<file path="config.mk">
export PLATFORM = sky130hd
export DESIGN_NAME = ofdm_symbol_bit_packer_flat
export DESIGN_NICKNAME = d
export VERILOG_FILES = /design/src/hdl/osbp_pkg.sv /design/src/hdl/osbp_cw_if.sv /design/src/hdl/osbp_pk_if.sv /design/src/hdl/osbp_front.sv /design/src/hdl/osbp_back.sv /design/src/hdl/ofdm_symbol_bit_packer.sv /design/src/flat_wrapper.sv
export VERILOG_INCLUDE_DIRS = /design/src /design/src/hdl
export SDC_FILE = /design/constraint.sdc
export NUM_CORES = 1
export LEC_CHECK = 0
export ABC_AREA = 1
export BUFFER_PORTS_ARGS = -buffer_cell sky130_fd_sc_hd__buf_4
export CAP_MARGIN = 5
export CORE_MARGIN = 2
export CORE_UTILIZATION = 59
export DETAILED_ROUTE_END_ITERATION = 12
export GPL_TIMING_DRIVEN = 0
export PLACE_DENSITY = 0.8
export SETUP_SLACK_MARGIN = 0.2
export SLEW_MARGIN = 20
export SYNTH_ARGS = -nofsm -noshare
export SYNTH_HDL_FRONTEND = slang
export SYNTH_HIERARCHICAL = 1
export SYNTH_SLANG_ARGS = --single-unit
</file>
<file path="constraint.sdc">
create_clock -name clk -period 7.9 [get_ports clk]
set_clock_uncertainty 0.15 [all_clocks]
set_input_delay 0.395 -clock clk [delete_from_list [all_inputs] [get_ports clk]]
set_output_delay 0.395 -clock clk [all_outputs]
set_load 0.02 [all_outputs]
</file>
<file path="src/hdl/ofdm_symbol_bit_packer_macros.svh">
// Assertion macros shared by the packer RTL.
`ifndef OFDM_SYMBOL_BIT_PACKER_MACROS_SVH
`define OFDM_SYMBOL_BIT_PACKER_MACROS_SVH

`ifndef ASSERT_OFF
// check a property on every clock edge outside reset
`define OSBP_ASSERT(lbl, clk, rst, prop, msg) \
  lbl: assert property (@(posedge clk) disable iff (rst) prop) else $error(msg);
// check a property on every clock edge, reset included
`define OSBP_ASSERT_ALWAYS(lbl, clk, prop, msg) \
  lbl: assert property (@(posedge clk) prop) else $error(msg);
`else
`define OSBP_ASSERT(lbl, clk, rst, prop, msg)
`define OSBP_ASSERT_ALWAYS(lbl, clk, prop, msg)
`endif

`endif

</file>
<file path="src/hdl/osbp_pkg.sv">
`default_nettype none

package osbp_pkg;

  localparam int MAX_SYMBOL_BITS = 8192;

  localparam int CFG_W     = 14;
  localparam int CW_W      = 32;
  localparam int WORD_W    = 32;
  localparam int BIT_IDX_W = $clog2(CW_W);
  localparam int FILL_W    = $clog2(WORD_W);
  localparam int REM_W     = $clog2(WORD_W);
  localparam int EFF_W     = $clog2(MAX_SYMBOL_BITS + 1);
  localparam int WORDS_W   = $clog2(MAX_SYMBOL_BITS / WORD_W + 2);

  localparam logic [CFG_W-1:0] BPS_RESET = CFG_W'(1024);

  // input queue
  localparam int Q_DEPTH = 2;
  localparam int Q_PTR_W = $clog2(Q_DEPTH);
  localparam int Q_CNT_W = $clog2(Q_DEPTH + 1);

  typedef struct packed {
    logic [CW_W-1:0] codeword;
    logic            last_codeword;
  } cw_item_t;

  // head of the input queue as seen by the packer
  typedef struct packed {
    logic     valid;
    cw_item_t item;
  } q_head_t;

endpackage

`default_nettype wire

</file>
<file path="src/hdl/osbp_cw_if.sv">
`default_nettype none

interface osbp_cw_if;
  import osbp_pkg::*;

  logic              valid;
  logic              ready;
  logic [CW_W-1:0]   codeword;
  logic              last_codeword;

  modport source (output valid, output codeword, output last_codeword, input ready);
  modport sink   (input valid, input codeword, input last_codeword, output ready);
endinterface

`default_nettype wire

</file>
<file path="src/hdl/osbp_pk_if.sv">
`default_nettype none

interface osbp_pk_if;
  import osbp_pkg::*;

  logic              valid;
  logic              ready;
  logic [WORD_W-1:0] packed_word;
  logic              symbol_end;
  logic              frame_flush;
  logic              last_of_run;

  modport source (output valid, output packed_word, output symbol_end,
                  output frame_flush, output last_of_run, input ready);
  modport sink   (input valid, input packed_word, input symbol_end,
                  input frame_flush, input last_of_run, output ready);
endinterface

`default_nettype wire

</file>
<file path="src/hdl/osbp_front.sv">
`default_nettype none

`include "ofdm_symbol_bit_packer_macros.svh"

module osbp_front (
  input  wire                logic clk,
  input  wire                logic rst,
  osbp_cw_if.sink            cw_ch,
  output osbp_pkg::q_head_t  q_head,
  input  wire                logic q_pop
);
  import osbp_pkg::*;

  cw_item_t           slots [Q_DEPTH];
  logic [Q_PTR_W-1:0] wr_ptr;
  logic [Q_PTR_W-1:0] rd_ptr;
  logic [Q_CNT_W-1:0] count;
  logic               push;

  assign cw_ch.ready = (count != Q_CNT_W'(Q_DEPTH));
  assign push        = cw_ch.valid && cw_ch.ready;

  assign q_head.valid = (count != '0);
  assign q_head.item  = slots[rd_ptr];

  always_ff @(posedge clk) begin
    if (push) begin
      slots[wr_ptr].codeword      <= cw_ch.codeword;
      slots[wr_ptr].last_codeword <= cw_ch.last_codeword;
    end
  end

  always_ff @(posedge clk) begin
    if (rst) begin
      wr_ptr <= '0;
      rd_ptr <= '0;
      count  <= '0;
    end else begin
      if (push) begin
        wr_ptr <= (wr_ptr == Q_PTR_W'(Q_DEPTH - 1)) ? '0 : wr_ptr + 1'b1;
      end
      if (q_pop) begin
        rd_ptr <= (rd_ptr == Q_PTR_W'(Q_DEPTH - 1)) ? '0 : rd_ptr + 1'b1;
      end
      case ({push, q_pop})
        2'b10:   count <= count + 1'b1;
        2'b01:   count <= count - 1'b1;
        default: count <= count;
      endcase
    end
  end

  `OSBP_ASSERT(a_pop_needs_item, clk, rst, q_pop |-> q_head.valid, "pop from empty queue")
  `OSBP_ASSERT(a_count_bound, clk, rst, count <= Q_CNT_W'(Q_DEPTH), "queue count overrun")
  `OSBP_ASSERT(a_full_blocks, clk, rst, (count == Q_CNT_W'(Q_DEPTH)) && !q_pop |=> !push || q_pop, "push into full queue")

endmodule

`default_nettype wire

</file>
<file path="src/hdl/osbp_back.sv">
`default_nettype none

`include "ofdm_symbol_bit_packer_macros.svh"

module osbp_back (
  input  wire                       logic clk,
  input  wire                       logic rst,
  input  wire                       logic cfg_we,
  input  wire                       logic [osbp_pkg::CFG_W-1:0] cfg_data,
  input  osbp_pkg::q_head_t         q_head,
  output logic                      q_pop,
  osbp_pk_if.source                 pk_ch
);
  import osbp_pkg::*;

  // registers
  logic [CFG_W-1:0]     bps;
  logic [WORD_W-1:0]    acc;
  logic [FILL_W-1:0]    fill;
  logic [WORDS_W-1:0]   wis;
  logic [BIT_IDX_W-1:0] idx;
  logic                 out_valid;
  logic [WORD_W-1:0]    out_word;
  logic                 out_sym_end;
  logic                 out_flush;
  logic                 out_last;

  // derived symbol geometry
  logic [EFF_W-1:0]     eff;
  logic [REM_W-1:0]     rem;
  logic [WORDS_W-1:0]   words;

  // bit step
  logic                 bit_v;
  logic [WORD_W-1:0]    acc_set;
  logic [FILL_W:0]      fill_inc;
  logic                 in_last;
  logic                 full;
  logic                 short_end;
  logic                 word_emit;
  logic                 end_item;
  logic                 item_last;
  logic                 flush;
  logic                 emit;
  logic [WORDS_W-1:0]   wis_next;
  logic                 next_in_last;
  logic [FILL_W:0]      need_next;
  logic                 last_run;
  logic                 out_free;
  logic                 step;

  always_comb begin
    if (bps == '0) begin
      eff = EFF_W'(1);
    end else if (32'(bps) > 32'(MAX_SYMBOL_BITS)) begin
      eff = EFF_W'(MAX_SYMBOL_BITS);
    end else begin
      eff = EFF_W'(bps);
    end
    rem   = eff[REM_W-1:0];
    words = WORDS_W'(eff >> REM_W) + WORDS_W'(rem != '0);
  end

  always_comb begin
    bit_v     = q_head.item.codeword[idx];
    item_last = q_head.item.last_codeword;
    acc_set   = acc;
    acc_set[~fill] = bit_v;
    fill_inc  = {1'b0, fill} + 1'b1;

    in_last   = ({1'b0, wis} + 1'b1) >= {1'b0, words};
    full      = (fill_inc == (FILL_W + 1)'(WORD_W));
    short_end = in_last && (rem != '0) && (fill_inc == {1'b0, rem});
    word_emit = full || short_end;
    end_item  = (idx == '0);
    // a partial word left at frame end goes out as a flush word
    flush     = end_item && item_last && !word_emit;
    emit      = word_emit || flush;

    if (word_emit) begin
      wis_next = in_last ? '0 : wis + 1'b1;
    end else begin
      wis_next = wis;
    end

    // bits needed before the next word would close
    next_in_last = ({1'b0, wis_next} + 1'b1) >= {1'b0, words};
    need_next    = (next_in_last && (rem != '0)) ? {1'b0, rem} : (FILL_W + 1)'(WORD_W);
    last_run     = flush ||
                   (!(item_last && !end_item) && ({1'b0, idx} < need_next));

    out_free = !out_valid || pk_ch.ready;
    step     = q_head.valid && !(emit && !out_free);
    q_pop    = step && end_item;
  end

  always_ff @(posedge clk) begin
    if (rst) begin
      bps       <= BPS_RESET;
      acc       <= '0;
      fill      <= '0;
      wis       <= '0;
      idx       <= BIT_IDX_W'(CW_W - 1);
      out_valid <= 1'b0;
    end else begin
      if (cfg_we) begin
        bps <= cfg_data;
      end
      if (step) begin
        idx <= idx - 1'b1;
        if (emit) begin
          acc  <= '0;
          fill <= '0;
        end else begin
          acc  <= acc_set;
          fill <= fill_inc[FILL_W-1:0];
        end
        wis <= (end_item && item_last) ? '0 : wis_next;
      end
      if (step && emit) begin
        out_valid <= 1'b1;
      end else if (pk_ch.ready) begin
        out_valid <= 1'b0;
      end
    end
  end

  always_ff @(posedge clk) begin
    if (step && emit) begin
      out_word    <= acc_set;
      out_sym_end <= word_emit && in_last;
      out_flush   <= flush;
      out_last    <= last_run;
    end
  end

  assign pk_ch.valid       = out_valid;
  assign pk_ch.packed_word = out_word;
  assign pk_ch.symbol_end  = out_sym_end;
  assign pk_ch.frame_flush = out_flush;
  assign pk_ch.last_of_run = out_last;

  `OSBP_ASSERT(a_pop_on_last_bit, clk, rst, q_pop |-> idx == '0, "item popped before last bit")
  `OSBP_ASSERT(a_flush_closes_run, clk, rst, out_valid && out_flush |-> out_last && !out_sym_end, "flush word flags wrong")
  `OSBP_ASSERT(a_frame_end_clear, clk, rst, q_pop && item_last |=> fill == '0 && wis == '0, "state left after frame end")
  `OSBP_ASSERT(a_no_overwrite, clk, rst, out_valid && !pk_ch.ready |=> $stable(out_word), "held word overwritten")

endmodule

`default_nettype wire

</file>
<file path="src/hdl/ofdm_symbol_bit_packer.sv">
// OFDM symbol bit packer. Codewords (bit 31 first) are packed one bit per
// clock into 32-bit words that go out left-aligned, except that the packer
// stalls while a new word is ready and the sink still holds the last one.
// The output stream is cut into symbols of bits_per_symbol bits: whole
// words, then a final word holding the (bits mod 32) leftover bits,
// zero-padded, with symbol_end set on the word that closes each symbol. A
// codeword with last_codeword set flushes any partial word (frame_flush
// set, symbol_end clear) and restarts at the top of a symbol. last_of_run
// marks the final word caused by a given codeword. The packer is
// bit-serial. A two-beat input queue holds the codeword being packed and
// takes the next one while the packer works and while a finished word
// waits downstream. Write bits_per_symbol (0 reads as 1, values above 8192
// read as 8192) only when the block is idle.
`default_nettype none

module ofdm_symbol_bit_packer (
  input  wire           logic clk,
  input  wire           logic rst,
  osbp_cw_if.sink       cw_ch,
  osbp_pk_if.source     pk_ch,
  input  wire           logic cfg_we,
  input  wire           logic [osbp_pkg::CFG_W-1:0] cfg_data
);
  import osbp_pkg::*;

  // queue head and pop between the two halves
  q_head_t q_head;
  logic    q_pop;

  // front: takes codeword beats into the queue
  osbp_front u_front (
    .clk    (clk),
    .rst    (rst),
    .cw_ch  (cw_ch),
    .q_head (q_head),
    .q_pop  (q_pop)
  );

  // back: bit-serial packer, symbol tracking and output register
  osbp_back u_back (
    .clk      (clk),
    .rst      (rst),
    .cfg_we   (cfg_we),
    .cfg_data (cfg_data),
    .q_head   (q_head),
    .q_pop    (q_pop),
    .pk_ch    (pk_ch)
  );

endmodule

`default_nettype wire

</file>
<file path="src/flat_wrapper.sv">
// flat-port wrapper written by rule: the top's interface ports become plain ports
module ofdm_symbol_bit_packer_flat import osbp_pkg::*;
  (clk, rst, cfg_we, cfg_data, cw_ch_valid, cw_ch_codeword, cw_ch_last_codeword, cw_ch_ready, pk_ch_valid, pk_ch_packed_word, pk_ch_symbol_end, pk_ch_frame_flush, pk_ch_last_of_run, pk_ch_ready);
  osbp_cw_if cw_ch_i ();
  osbp_pk_if pk_ch_i ();
  input  wire           logic clk;
  input  wire           logic rst;
  input  wire           logic cfg_we;
  input  wire           logic [osbp_pkg::CFG_W-1:0] cfg_data;
  input wire logic [$bits(cw_ch_i.valid)-1:0] cw_ch_valid;
  input wire logic [$bits(cw_ch_i.codeword)-1:0] cw_ch_codeword;
  input wire logic [$bits(cw_ch_i.last_codeword)-1:0] cw_ch_last_codeword;
  output wire logic [$bits(cw_ch_i.ready)-1:0] cw_ch_ready;
  output wire logic [$bits(pk_ch_i.valid)-1:0] pk_ch_valid;
  output wire logic [$bits(pk_ch_i.packed_word)-1:0] pk_ch_packed_word;
  output wire logic [$bits(pk_ch_i.symbol_end)-1:0] pk_ch_symbol_end;
  output wire logic [$bits(pk_ch_i.frame_flush)-1:0] pk_ch_frame_flush;
  output wire logic [$bits(pk_ch_i.last_of_run)-1:0] pk_ch_last_of_run;
  input wire logic [$bits(pk_ch_i.ready)-1:0] pk_ch_ready;
  assign cw_ch_i.valid = cw_ch_valid;
  assign cw_ch_i.codeword = cw_ch_codeword;
  assign cw_ch_i.last_codeword = cw_ch_last_codeword;
  assign cw_ch_ready = cw_ch_i.ready;
  assign pk_ch_valid = pk_ch_i.valid;
  assign pk_ch_packed_word = pk_ch_i.packed_word;
  assign pk_ch_symbol_end = pk_ch_i.symbol_end;
  assign pk_ch_frame_flush = pk_ch_i.frame_flush;
  assign pk_ch_last_of_run = pk_ch_i.last_of_run;
  assign pk_ch_i.ready = pk_ch_ready;
  ofdm_symbol_bit_packer u_core (.clk(clk), .rst(rst), .cw_ch(cw_ch_i), .pk_ch(pk_ch_i), .cfg_we(cfg_we), .cfg_data(cfg_data));
endmodule
</file>
==> qor.yml, run 1 <==
outcome:
  run_status: "completed"
logic_synthesis:
  synth_warnings: 6
  yosysSeqAreaShare_pct: 51.7
  synth_cell_types: 51
  ys_async_sr_fraction_pct: 0
  syn_nets: 990
  synth_area_um2: 8610
  avgSynthCellArea_um2: 9.49
  ys_seq_elements: 172
  synth_edf_count: 101
  synth-main-ff-cell: "edfxtp_1"
  synthCells: 907
sta:
  finalCriticalPeriod_ns: 6.65
  fmax_mhz: 150
  tightest_slew_ns: 0.711
  post-route-period-util_pct: 84.1
  drv_slew: 0
  hold_violations: 0
  rsz0062_at_grt: "no"
  slew_headroom_pct: 52.5
  fin_setup_tns_ns: 0
  finalSetupViolations: 0
die:
  initial_utilization_pct: 59.9
  core_region_area_um2: 14400
  row_count: 44
  die_h_um: 125
  die_w_um: 125
  boundaryPins: 89
  dieArea_um2: 15600
placed_design:
  dp_hpwl_um: 12800
  gp_congestion: 0.868
  io_buffers: 88
global_routing:
  grt_overflow_total: 0
  grt_use_total_pct: 24.6
  grt_max_degree: 36
  grt_pass1_vias: 6331
  antenna_found_initial: 0
  grt_pass1_wl_um: 30700
critical_path:
  path_class: "reg -> reg"
  required_ns: 7.94
  crit_family: "simple AND/OR/NAND/NOR gates"
  cp_num_buf_inv: 5
  crit_path_frequent_cell: "nand2_1"
  max_stage_delay_ns: 0.36
  crit_arrival_ns: 6.68
  cp_slowest_cell: "dfxtp_1"
  startpoint_type: "flop"
  end_kind: "flop"
  crit_fanout: 8
clocking:
  cts_setup_buffers: 0
  cts.clk_slew.worst_paths_ns: 0.07
  cts_root_buf: "clkbuf_16"
  cts.sinks: 172
  cts_tree: "built"
  cts-buffers-inserted: 17
  clk_path_buf_depth: 2
  clkLatencyLatePin_ns: 0.43
  htree_levels: 4
drt:
  wl_per_cell_um: 15.3
  drtPass1Iterations: 5
  via_count: 6887
  route.antenna.remaining_nets: 0
  drc: 0
  postRouteWirelength_um: 19000
  via_per_inst: 5.53
  drt_iter0_drc: 765
run:
  cap_viol_max_count: 0
worst_hold_path:
  hold_class: "in -> reg"
pwr:
  leakagePower_nw: 4.35
  total_power_w: 0.00215
  cellPowerDensity_nw_per_um2: 204
  max-vdd-ir-drop_v: 0.000154
final_layout:
  antennaDiodeCount: 0
  final_layout_size_suffix_gt1_share_pct: 21.2
  finalNetCount: 1132
  nFillCells: 1015
  area_delta_synth_final_pct: 22.3
-- path summary, 6_finish.rpt --
check / from / endpoint / slack [ns] / cells after the start
max: u_core/u_back/bps[7]$_SDFFE_PP0P_ / u_core/u_back/pk_ch.last_of_run$_DFFE_PP_ / 1.25 / 43
max reg2reg: u_core/u_back/bps[7]$_SDFFE_PP0P_ / u_core/u_back/pk_ch.last_of_run$_DFFE_PP_ / 1.25 / 43
min: cfg_data[10] / u_core/u_back/bps[10]$_SDFFE_PP1P_ / 0.03 / 3
min reg2reg: u_core/u_back/acc[28]$_SDFFE_PP0P_ / u_core/u_back/acc[28]$_SDFFE_PP0P_ / 0.31 / 2
-- report_power, final --
part | leakage (nW) | internal [W] | switching, W
logic | 2.52 | 0.0000997 | 0.000159
registers | 1.52 | 0.000981 | 0.0000145
clock network | 0.300 | 0.000542 | 0.000351
total | 4.35 | 0.00162 | 0.000524
-- cell usage after synthesis (3+ instances only) --
master	n	share of area [%]
nand2_2	15	1.1
nand2_1	192	8.4
ha_1	31	4.5
mux2_2	9	1.2
dfxtp_1	71	17
xnor2_1	6	0.61
o22ai_1	12	0.87
nand3_1	38	2.2
buf_2	12	0.70
nand4_1	27	2.0
clkinv_1	4	0.17
inv_2	8	0.35
xor2_1	15	1.5
a21oi_1	60	3.5
buf_12	3	0.70
clkbuf_2	3	0.17
nor2_2	4	0.29
mux2_4	30	5.2
clkbuf_1	17	0.74
o21ai_0	69	4.0
inv_1	62	2.7
edfxtp_1	101	35
nor2_1	81	3.5
o21ai_2	3	0.31
-- stage by stage --
stage / cell area (µm²) / utilization [%] / cells / hold WS (ns) / setup slack [ns]
final: 10500 / 73.3 / 1246 / 0.0306 / 1.25
after global placement: 9500 / 66.1 / 1179 / 0.294 / 1.34
after floorplan: 8610 / - / 907 / 0.287 / 2.25
after global routing: 10500 / 73.3 / 1246 / 0.0340 / 0.631
after detailed placement: 9570 / 66.6 / 1181 / 0.300 / 1.33
after CTS: 10500 / 73.3 / 1246 / 0.0147 / 1.28
-- what timing repair did --
item | 4_1_cts | 5_1_grt
hold endpoints to repair | 66 | 0
hold buffers | 33 | 0
gates resized for setup | 0 | 0
setup endpoints to repair | 0 | 0
-- registers in the layout (all words and copies together), names as in the netlist, named ones only --
signal	cells
u_core/u_front/count	2
u_core/u_front/rd_ptr	1
u_core/u_back/fill	5
u_core/u_back/pk_ch.symbol_end	1
u_core/u_front/wr_ptr	1
u_core/u_back/pk_ch.last_of_run	1
u_core/u_back/acc	32
u_core/u_back/pk_ch.packed_word	32
u_core/u_front/slots	66
u_core/u_back/idx	5
u_core/u_back/pk_ch.frame_flush	1
u_core/u_back/wis	9
u_core/u_back/bps	14
u_core/u_back/pk_ch.valid	1
-- layout by cell type, fill, tap and decap left out, types with 30 or more instances in the layout --
cell type / instances
ha_1: 31
buf_4: 88
mux2_4: 30
a21oi_1: 60
inv_1: 61
o21ai_0: 69
nand2_1: 192
edfxtp_1: 101
dlygate4sd3_1: 33
nand3_1: 38
nor2_1: 79
dfxtp_1: 71
-- metal layers --
layer / track usage [%] / up-vias / part of all wire, %
met5: 0 / - / 0
met4: 9.78 / 0 / 2.1
met3: 4.55 / 36 / 5.3
met2: 41.5 / 251 / 50
met1: 31.5 / 3212 / 42
li1: - / 3388 / -
-- worst min-delay path, stage by stage --
cell and delay, ns:
buf_4 0.08, a21oi_1 0.05, o21ai_0 0.06
-- logic make-up after synthesis --
logic type / share of synthesized area (%)
compound gates: 9.97
xor+xnor: 2.14
fa+ha+maj: 4.51
buf+inv: 5.96
flops: 51.7
mux: 6.41
simple gates: 19.3
-- area by class of cell --
cell class                      instances  area, µm²  area share (%)
Multi-Input combinational cell        621       3660            34.7
Clock inverter                         12        185            1.76
Buffer                                 39        229            2.17
Timing Repair Buffer                  123       1050            9.93
Sequential cell                       172       4450            42.3
Tap cell                              184        230            2.19
Clock buffer                           20        447            4.24
Inverter                               75        284            2.70
No activity file was read; power rests on OpenSTA's default activity.
==> run 2: changes to the inputs <==
--- a/config.mk
+++ b/config.mk
@@ -10,10 +10,10 @@
 export BUFFER_PORTS_ARGS = -buffer_cell sky130_fd_sc_hd__buf_4
 export CAP_MARGIN = 5
 export CORE_MARGIN = 2
-export CORE_UTILIZATION = 59
+export CORE_UTILIZATION = 54
 export DETAILED_ROUTE_END_ITERATION = 12
 export GPL_TIMING_DRIVEN = 0
-export PLACE_DENSITY = 0.8
+export PLACE_DENSITY = 0.77
 export SETUP_SLACK_MARGIN = 0.2
 export SLEW_MARGIN = 20
 export SYNTH_ARGS = -nofsm -noshare
==> constraint.sdc (replaced) <==
create_clock -name clk -period 5.8 [get_ports clk]
set_clock_uncertainty 0.15 [all_clocks]
set_input_delay 0.29 -clock clk [delete_from_list [all_inputs] [get_ports clk]]
set_output_delay 0.29 -clock clk [all_outputs]
set_load 0.02 [all_outputs]
==> run 2 against run 1 <==
  * The run now ends with negative setup slack left
  * Sequential power grew 37%
  * Core utilization shrank 0.63 points
  * Sequential share of layout area shrank 3.1 points
  * Largest cell class unchanged
  * Fmax grew 6.8%
  * Cell area grew 8.4%
  * Worst setup slack lost 1.7 ns
  * Combinational power grew 62%
  * Via count grew 7.4%
  * Clock power grew 25%
  * Power grew 35%
  * Highest routed layer unchanged
==> qor.yml, run 2 (synthesis gave the netlist of run 1 again) <==
global_routing:
  grt_pass1_vias: 6806  # was 6331
  grtUsageMet2_pct: 43.1  # was 41.5%
  grt_use_total_pct: 24.1  # was 24.6%
  grt_busiest_layer: "met2"  # unchanged
  grt_use_met3_pct: 4.88  # was 4.55%
  grt_overflow_total: 0  # unchanged
  grt_pass1_wl_um: 32000  # was 30700 µm
  antenna_found_initial: 0  # unchanged
  met1_usage_pct: 29.2  # was 31.5%
  grt_max_degree: 36  # unchanged
final_layout:
  antennaDiodeCount: 0  # unchanged
  regMostFlops: "u_core/u_front/slots"  # unchanged
  final_cell_mix: "nand2_1 (179), buf_4 (130), edfxtp_1 (101)"  # was nand2_1 (192), edfxtp_1 (101), buf_4 (88)
  stdcell_area_um2: 11400  # was 10500 µm²
  final_layout_size_suffix_gt1_share_pct: 29.8  # was 21.2%
  finalNetCount: 1190  # was 1132
  area_delta_synth_final_pct: 32.6  # was 22.3%
  layout_commonest_cell: "nand2_1"  # unchanged
  largest_reg_flops: 66  # unchanged
  seq_area_um2: 4470  # was 4450 µm²
  multi_input_area_um2: 4060  # was 3660 µm²
  nFillCells: 1042  # was 1015
  final_util_pct: 72.7  # was 73.3%
clocking:
  cts.clk_slew.worst_paths_ns: 0.08  # was 0.07 ns
  clk_path_buf_depth: 2  # unchanged
  cts-buffers-inserted: 17  # unchanged
  cts.sinks: 172  # unchanged
  htree_levels: 4  # unchanged
  cts_tree: "built"  # unchanged
  clkLatencyLatePin_ns: 0.44  # was 0.43 ns
  cts_root_buf: "clkbuf_16"  # unchanged
pwr:
  seqPwrFrac_pct: 46.8  # was 46.4%
  sw_frac_of_total_pct: 26.9  # was 24.4%
  leakagePower_nw: 4.66  # was 4.35 nW
  internal_power_w: 0.00212  # was 0.00162 W
  switchingPower_w: 0.000778  # was 0.000524 W
  max-vdd-ir-drop_v: 0.000274  # was 0.000154 V
  p_clk_share_pct: 38.7  # was 41.6%
  p_comb_share_pct: 14.5  # was 12.0%
  cellPowerDensity_nw_per_um2: 254  # was 204 nW/µm²
critical_path:
  crit_arrival_ns: 6.26  # was 6.68 ns
  max_stage_delay_ns: 0.33  # was 0.36 ns
  crit_path_frequent_cell: "nand2_1"  # unchanged
  required_ns: 5.84  # was 7.94 ns
  end_kind: "flop"  # unchanged
  cp_slowest_cell: "dfxtp_1"  # unchanged
  r2r_start: "u_core/u_back/bps[6]$_SDFFE_PP0P_"  # was u_core/u_back/bps[7]$_SDFFE_PP0P_
  rrSetupSlack_ns: -0.42  # was 1.25 ns
  path_class: "reg -> reg"  # unchanged
  reg2reg_depth: 41  # was 43
  startpoint_type: "flop"  # unchanged
  r2r-end: "u_core/u_back/pk_ch.last_of_run$_DFFE_PP_"  # unchanged
  crit_fanout: 6  # was 8
outcome:
  run_status: "finished with violations"  # was completed
  violations: "negative setup slack"
drt:
  drc: 0  # unchanged
  route.antenna.remaining_nets: 0  # unchanged
  via_per_inst: 5.54  # was 5.53
  drtPass1Iterations: 7  # was 5
  wl_per_cell_um: 16.3  # was 15.3 µm
  postRouteWirelength_um: 21700  # was 19000 µm
  via_count: 7396  # was 6887
  drt_iter0_drc: 580  # was 765
die:
  die_w_um: 130  # was 125 µm
  dieArea_um2: 17000  # was 15600 µm²
  core_region_area_um2: 15700  # was 14400 µm²
  boundaryPins: 89  # unchanged
  row_count: 46  # was 44
  initial_utilization_pct: 54.8  # was 59.9%
  die_h_um: 130  # was 125 µm
run:
  cap_viol_max_count: 0  # unchanged
sta:
  fin_setup_tns_ns: -0.425  # was 0 ns
  tightest_slew_ns: 0.724  # was 0.711 ns
  finalCriticalPeriod_ns: 6.22  # was 6.65 ns
  holdWs_ns: 0.0128  # was 0.0306 ns
  slew_headroom_pct: 51.7  # was 52.5%
  layout_setup_ws_ns: -0.425  # was 1.25 ns
  drv_slew: 0  # unchanged
  post-route-period-util_pct: 107  # was 84.1%
  rsz0062_at_grt: "yes"  # was no
  finalSetupViolations: 1  # was 0
  hold_violations: 0  # unchanged
  fmax_mhz: 161  # was 150 MHz
placed_design:
  dpl-instance-area_um2: 9600  # was 9570 µm²
  dp_hpwl_um: 13000  # was 12800 µm
  gp_congestion: 0.858  # was 0.868
  io_buffers: 88  # unchanged
worst_hold_path:
  worst_hold_startpoint: "cfg_data[6]"  # was cfg_data[10]
  whs_path_depth: 3  # unchanged
  worstHoldEndpoint: "u_core/u_back/bps[6]$_SDFFE_PP0P_"  # was u_core/u_back/bps[10]$_SDFFE_PP1P_
  hold_class: "in -> reg"  # unchanged
## run 2: changes by cell type in the layout (fill, tap and decap cells not counted), moves of 4 or more
cell | before | now
nor2_1 | 79 | 73
nor2_4 | 4 | 10
nand3_1 | 38 | 34
dfxtp_2 | 0 | 9
nand2_4 | 2 | 12
nand2_1 | 192 | 179
buf_4 | 88 | 130
inv_1 | 61 | 54
dlygate4sd3_1 | 33 | 46
dfxtp_1 | 71 | 60
inv_2 | 9 | 14
ha_4 | 0 | 9
ha_1 | 31 | 22
## run 2: worst max-delay path: cells and delay by family, from the launching register on
kind | cells | cell delay, ns
AO/OA/AOI/OAI | 8 | 1.17
flip-flops | 1 | 0.33
AND/OR/NAND/NOR | 20 | 2.21
XOR/XNOR | 2 | 0.33
buffers and inverters | 7 | 0.72
adder cells (fa/ha/maj) | 4 | 1.08
## run 2: cell type report
cell class	instances	area share [%]
plain buffers	39	2.01
clock buffers	17	3.73
clock inverters	15	1.37
inverters	75	2.58
multi-input cells	621	35.5
flip-flops and latches	172	39.2
well taps	216	2.37
repair buffers	181	13.3
## run 2: per-stage QoR
stage          power, W  worst slack, ns  instances
3_5_place_dp    0.00171           -0.795       1213
2_1_floorplan   0.00159            0.201        907
3_3_place_gp    0.00169           -0.756       1211
6_report        0.00290           -0.425       1336
5_1_grt         0.00299           -0.751       1336
4_1_cts         0.00287           -0.182       1316
## run 2: layer usage
layer | part of all wire, % | wire length, µm
met5 | 0 | 0
met4 | 3.2 | 686
met3 | 6.2 | 1350
met2 | 51 | 11100
met1 | 39 | 8540
## run 2: worst max path at each step
stage	start	endpoint
finish	u_core/u_back/bps[6]$_SDFFE_PP0P_	u_core/u_back/pk_ch.last_of_run$_DFFE_PP_
global route	u_core/u_back/bps[7]$_SDFFE_PP0P_	u_core/u_back/pk_ch.last_of_run$_DFFE_PP_
CTS	u_core/u_back/bps[1]$_SDFFE_PP0P_	u_core/u_back/pk_ch.last_of_run$_DFFE_PP_
detailed placement	u_core/u_back/bps[0]$_SDFFE_PP0P_	u_core/u_back/pk_ch.last_of_run$_DFFE_PP_
global placement	u_core/u_back/bps[0]$_SDFFE_PP0P_	u_core/u_back/pk_ch.last_of_run$_DFFE_PP_
floorplan	u_core/u_back/bps[0]$_SDFFE_PP0P_	u_core/u_back/pk_ch.last_of_run$_DFFE_PP_
## run 2: power groups by stage
stage / clock, W / combinational (W) / sequential (W)
after global routing: 0.00118 / 0.000451 / 0.00136
after detailed placement: 0 / 0.000324 / 0.00138
after global placement: 0 / 0.000311 / 0.00138
final: 0.00112 / 0.000419 / 0.00136
after floorplan: 0 / 0.000211 / 0.00138
after CTS: 0.00113 / 0.000385 / 0.00135
## run 2: timing repair
action / 4_1_cts / 5_1_grt
hold buffers: 46 / 0
setup endpoints to repair: 1 / 1
hold endpoints to repair: 80 / 0
pin swaps: 38 / 50
buffers inserted: 25 / 20
gates resized for setup: 56 / 45
==> run 3: changes to the inputs <==
--- a/config.mk
+++ b/config.mk
@@ -13,8 +13,8 @@
 export CORE_UTILIZATION = 54
 export DETAILED_ROUTE_END_ITERATION = 12
 export GPL_TIMING_DRIVEN = 0
-export PLACE_DENSITY = 0.77
-export SETUP_SLACK_MARGIN = 0.2
+export PLACE_DENSITY = 0.82
+export SETUP_SLACK_MARGIN = 0.5
 export SLEW_MARGIN = 20
 export SYNTH_ARGS = -nofsm -noshare
 export SYNTH_HDL_FRONTEND = slang
==> run 3 against run 2 <==
  * Highest routed layer unchanged
  * First-iteration DRC count grew 32%
  * Clock-buffer cell count grew 3
  * Largest cell class unchanged
  * Flip-flop and latch count is the same
  * Wire length grew 12%
  * The run still ends with negative setup slack left
  * Via count grew 4.6%
  * Die area is the same
  * Worst setup slack lost 0.38 ns
  * Critical endpoint unchanged
  * Combinational power grew 3%
  * Cell area grew 0.74%
  * Sequential share of layout area shrank 0.30 points
  * Sequential power is essentially flat
  * Global-route usage grew 2.8 points
==> qor.yml, run 3 (synthesis gave the netlist of run 1 again) <==
outcome:
  run_status: "finished with violations"  # unchanged
  violations: "negative setup slack"  # unchanged
clocking:
  cts_root_buf: "clkbuf_16"  # unchanged
  clkLatencyLatePin_ns: 0.43  # was 0.44 ns
  clk_path_buf_depth: 2  # unchanged
  cts.clk_slew.worst_paths_ns: 0.07  # was 0.08 ns
  htree_levels: 4  # unchanged
  cts_tree: "built"  # unchanged
  cts-buffers-inserted: 17  # unchanged
  cts.sinks: 172  # unchanged
die:
  die_w_um: 130  # unchanged
  initial_utilization_pct: 54.8  # unchanged
  die_h_um: 130  # unchanged
  boundaryPins: 89  # unchanged
  core_region_area_um2: 15700  # unchanged
  dieArea_um2: 17000  # unchanged
  row_count: 46  # unchanged
drt:
  postRouteWirelength_um: 24400  # was 21700 µm
  via_per_inst: 5.77  # was 5.54
  route.antenna.remaining_nets: 0  # unchanged
  drc: 0  # unchanged
  drtPass1Iterations: 6  # was 7
  via_count: 7735  # was 7396
  drt_iter0_drc: 764  # was 580
  wl_per_cell_um: 18.2  # was 16.3 µm
critical_path:
  max_stage_delay_ns: 0.37  # was 0.33 ns
  rrSetupSlack_ns: -0.81  # was -0.42 ns
  crit_fanout: 6  # unchanged
  cp_slowest_cell: "dfxtp_4"  # was dfxtp_1
  cp.depth: 52  # was 41
  end_kind: "flop"  # unchanged
  crit_arrival_ns: 6.65  # was 6.26 ns
  crit_path_frequent_cell: "nand2_2"  # was nand2_1
  crit_end: "u_core/u_back/pk_ch.last_of_run$_DFFE_PP_"  # unchanged
  critPathLaunch: "u_core/u_back/bps[7]$_SDFFE_PP0P_"  # was u_core/u_back/bps[6]$_SDFFE_PP0P_
  startpoint_type: "flop"  # unchanged
  crit_family: "simple AND/OR/NAND/NOR gates"  # unchanged
  required_ns: 5.84  # about the same
  reg2reg_depth: 52  # was 41
  path_class: "reg -> reg"  # unchanged
  r2r_start: "u_core/u_back/bps[7]$_SDFFE_PP0P_"  # was u_core/u_back/bps[6]$_SDFFE_PP0P_
  cp_num_buf_inv: 10  # was 7
  r2r-end: "u_core/u_back/pk_ch.last_of_run$_DFFE_PP_"  # unchanged
sta:
  hold_violations: 0  # unchanged
  tightest_slew_ns: 0.778  # was 0.724 ns
  fmax_mhz: 151  # was 161 MHz
  post-route-period-util_pct: 114  # was 107%
  layout_setup_ws_ns: -0.809  # was -0.425 ns
  rsz0062_at_grt: "yes"  # unchanged
  drv_slew: 0  # unchanged
  slew_headroom_pct: 48.2  # was 51.7%
  finalSetupViolations: 1  # unchanged
  finalCriticalPeriod_ns: 6.61  # was 6.22 ns
global_routing:
  grt_overflow_total: 0  # unchanged
  grt_pass1_vias: 7479  # was 6806
  grt_max_degree: 36  # unchanged
  grt_pass1_wl_um: 35400  # was 32000 µm
  antenna_found_initial: 0  # unchanged
  grt_use_total_pct: 26.9  # was 24.1%
pwr:
  cellPowerDensity_nw_per_um2: 257  # was 254 nW/µm²
  max-vdd-ir-drop_v: 0.000233  # was 0.000274 V
  leakagePower_nw: 4.71  # was 4.66 nW
  total_power_w: 0.00296  # was 0.00290 W
final_layout:
  nFillCells: 995  # was 1042
  antennaDiodeCount: 0  # unchanged
  layout_commonest_cell: "nand2_1"  # unchanged
  final_cell_mix: "nand2_1 (175), buf_4 (133), edfxtp_1 (101)"  # was nand2_1 (179), buf_4 (130), edfxtp_1 (101)
  final_layout_size_suffix_gt1_share_pct: 30.8  # was 29.8%
  largest_reg_flops: 66  # unchanged
  area_delta_synth_final_pct: 33.6  # was 32.6%
  seq_area_um2: 4470  # about the same
  fin_cells: 1340  # was 1336
  final_util_pct: 73.2  # was 72.7%
  finalNetCount: 1194  # was 1190
  multi_input_area_um2: 4070  # was 4060 µm²
  regMostFlops: "u_core/u_front/slots"  # unchanged
  stdcell_area_um2: 11500  # was 11400 µm²
worst_hold_path:
  hold_class: "in -> reg"  # unchanged
placed_design:
  dp.cells: 1213  # unchanged
  gp_congestion: 0.880  # was 0.858
  io_buffers: 88  # unchanged
  place_ws_ns: -0.830  # was -0.795 ns
  dp_hpwl_um: 13500  # was 13000 µm
  dpl-instance-area_um2: 9650  # was 9600 µm²
run:
  cap_viol_max_count: 0  # unchanged
-- run 3: cell types whose count changed in the layout (fill, tap and decap cells not counted), moves of 3 or more --
cell / delta
buf_4: +3
inv_4: +3
inv_8: -3
nand2_1: -4
nand2_2: +5
nand3_1: -3
nand3_2: +4
-- run 3: timing repair --
| item | CTS | global route |
|---|---|---|
| buffers inserted | 45 | 5 |
| pin swaps | 52 | 51 |
| setup endpoints to repair | 1 | 1 |
| hold endpoints to repair | 79 | 0 |
| hold buffers | 45 | 0 |
| gates resized for setup | 69 | 33 |
-- run 3: worst min path at each step --
| stage | start | end | slack [ns] | cells past startpoint |
|---|---|---|---|---|
| final | cfg_data[3] | u_core/u_back/bps[3]$_SDFFE_PP0P_ | 0.04 | 3 |
| after global routing | cfg_data[11] | u_core/u_back/bps[11]$_SDFFE_PP0P_ | 0.06 | 3 |
| after CTS | cfg_data[11] | u_core/u_back/bps[11]$_SDFFE_PP0P_ | 0.0007 | 3 |
| after detailed placement | u_core/u_back/acc[9]$_SDFFE_PP0P_ | u_core/u_back/acc[9]$_SDFFE_PP0P_ | 0.30 | 2 |
| after global placement | u_core/u_back/acc[8]$_SDFFE_PP0P_ | u_core/u_back/acc[8]$_SDFFE_PP0P_ | 0.29 | 2 |
| after floorplan | rst | flop | 0.21 | 1 |
-- run 3: worst register-to-register path: cells and delay by family, from the launching register on --
family | cells | cell delay (ns)
AND/OR/NAND/NOR | 31 | 2.81
flip-flops | 1 | 0.37
adder cells (fa/ha/maj) | 5 | 1.11
AO/OA/AOI/OAI | 5 | 0.61
buffers and inverters | 10 | 1.12
XOR/XNOR | 1 | 0.18
-- run 3: final cells by class --
type                            count  share of cell area [%]
Tap cell                          216                    2.35
Inverter                           75                    2.58
Timing Repair Buffer              185                    13.6
Sequential cell                   172                    38.9
Clock inverter                     12                    1.13
Multi-Input combinational cell    621                    35.4
Clock buffer                       20                    4.07
Buffer                             39                    2.02
-- run 3: through the flow --
stage / TNS [ns] / hold slack [ns]
after floorplan: 0 / 0.212
after global placement: -0.717 / 0.295
after detailed placement: -0.830 / 0.300
after CTS: -0.143 / 0.000733
after global routing: -0.973 / 0.0624
final: -0.809 / 0.0417
-- run 3: routing by layer --
layer  global-route usage [%]  vias to the layer above  share of wire, %
met5                        0                        -                 0
met4                     14.4                        0               5.5
met3                     4.59                      144               8.0
met2                     48.8                      466                51
met1                     30.2                     3625                35
li1                         -                     3500                 -
-- run 3: power by group --
part	internal [W]	leakage (nW)	switching, W
logic	0.000171	2.88	0.000262
clock network	0.000675	0.299	0.000488
registers	0.00134	1.53	0.0000224
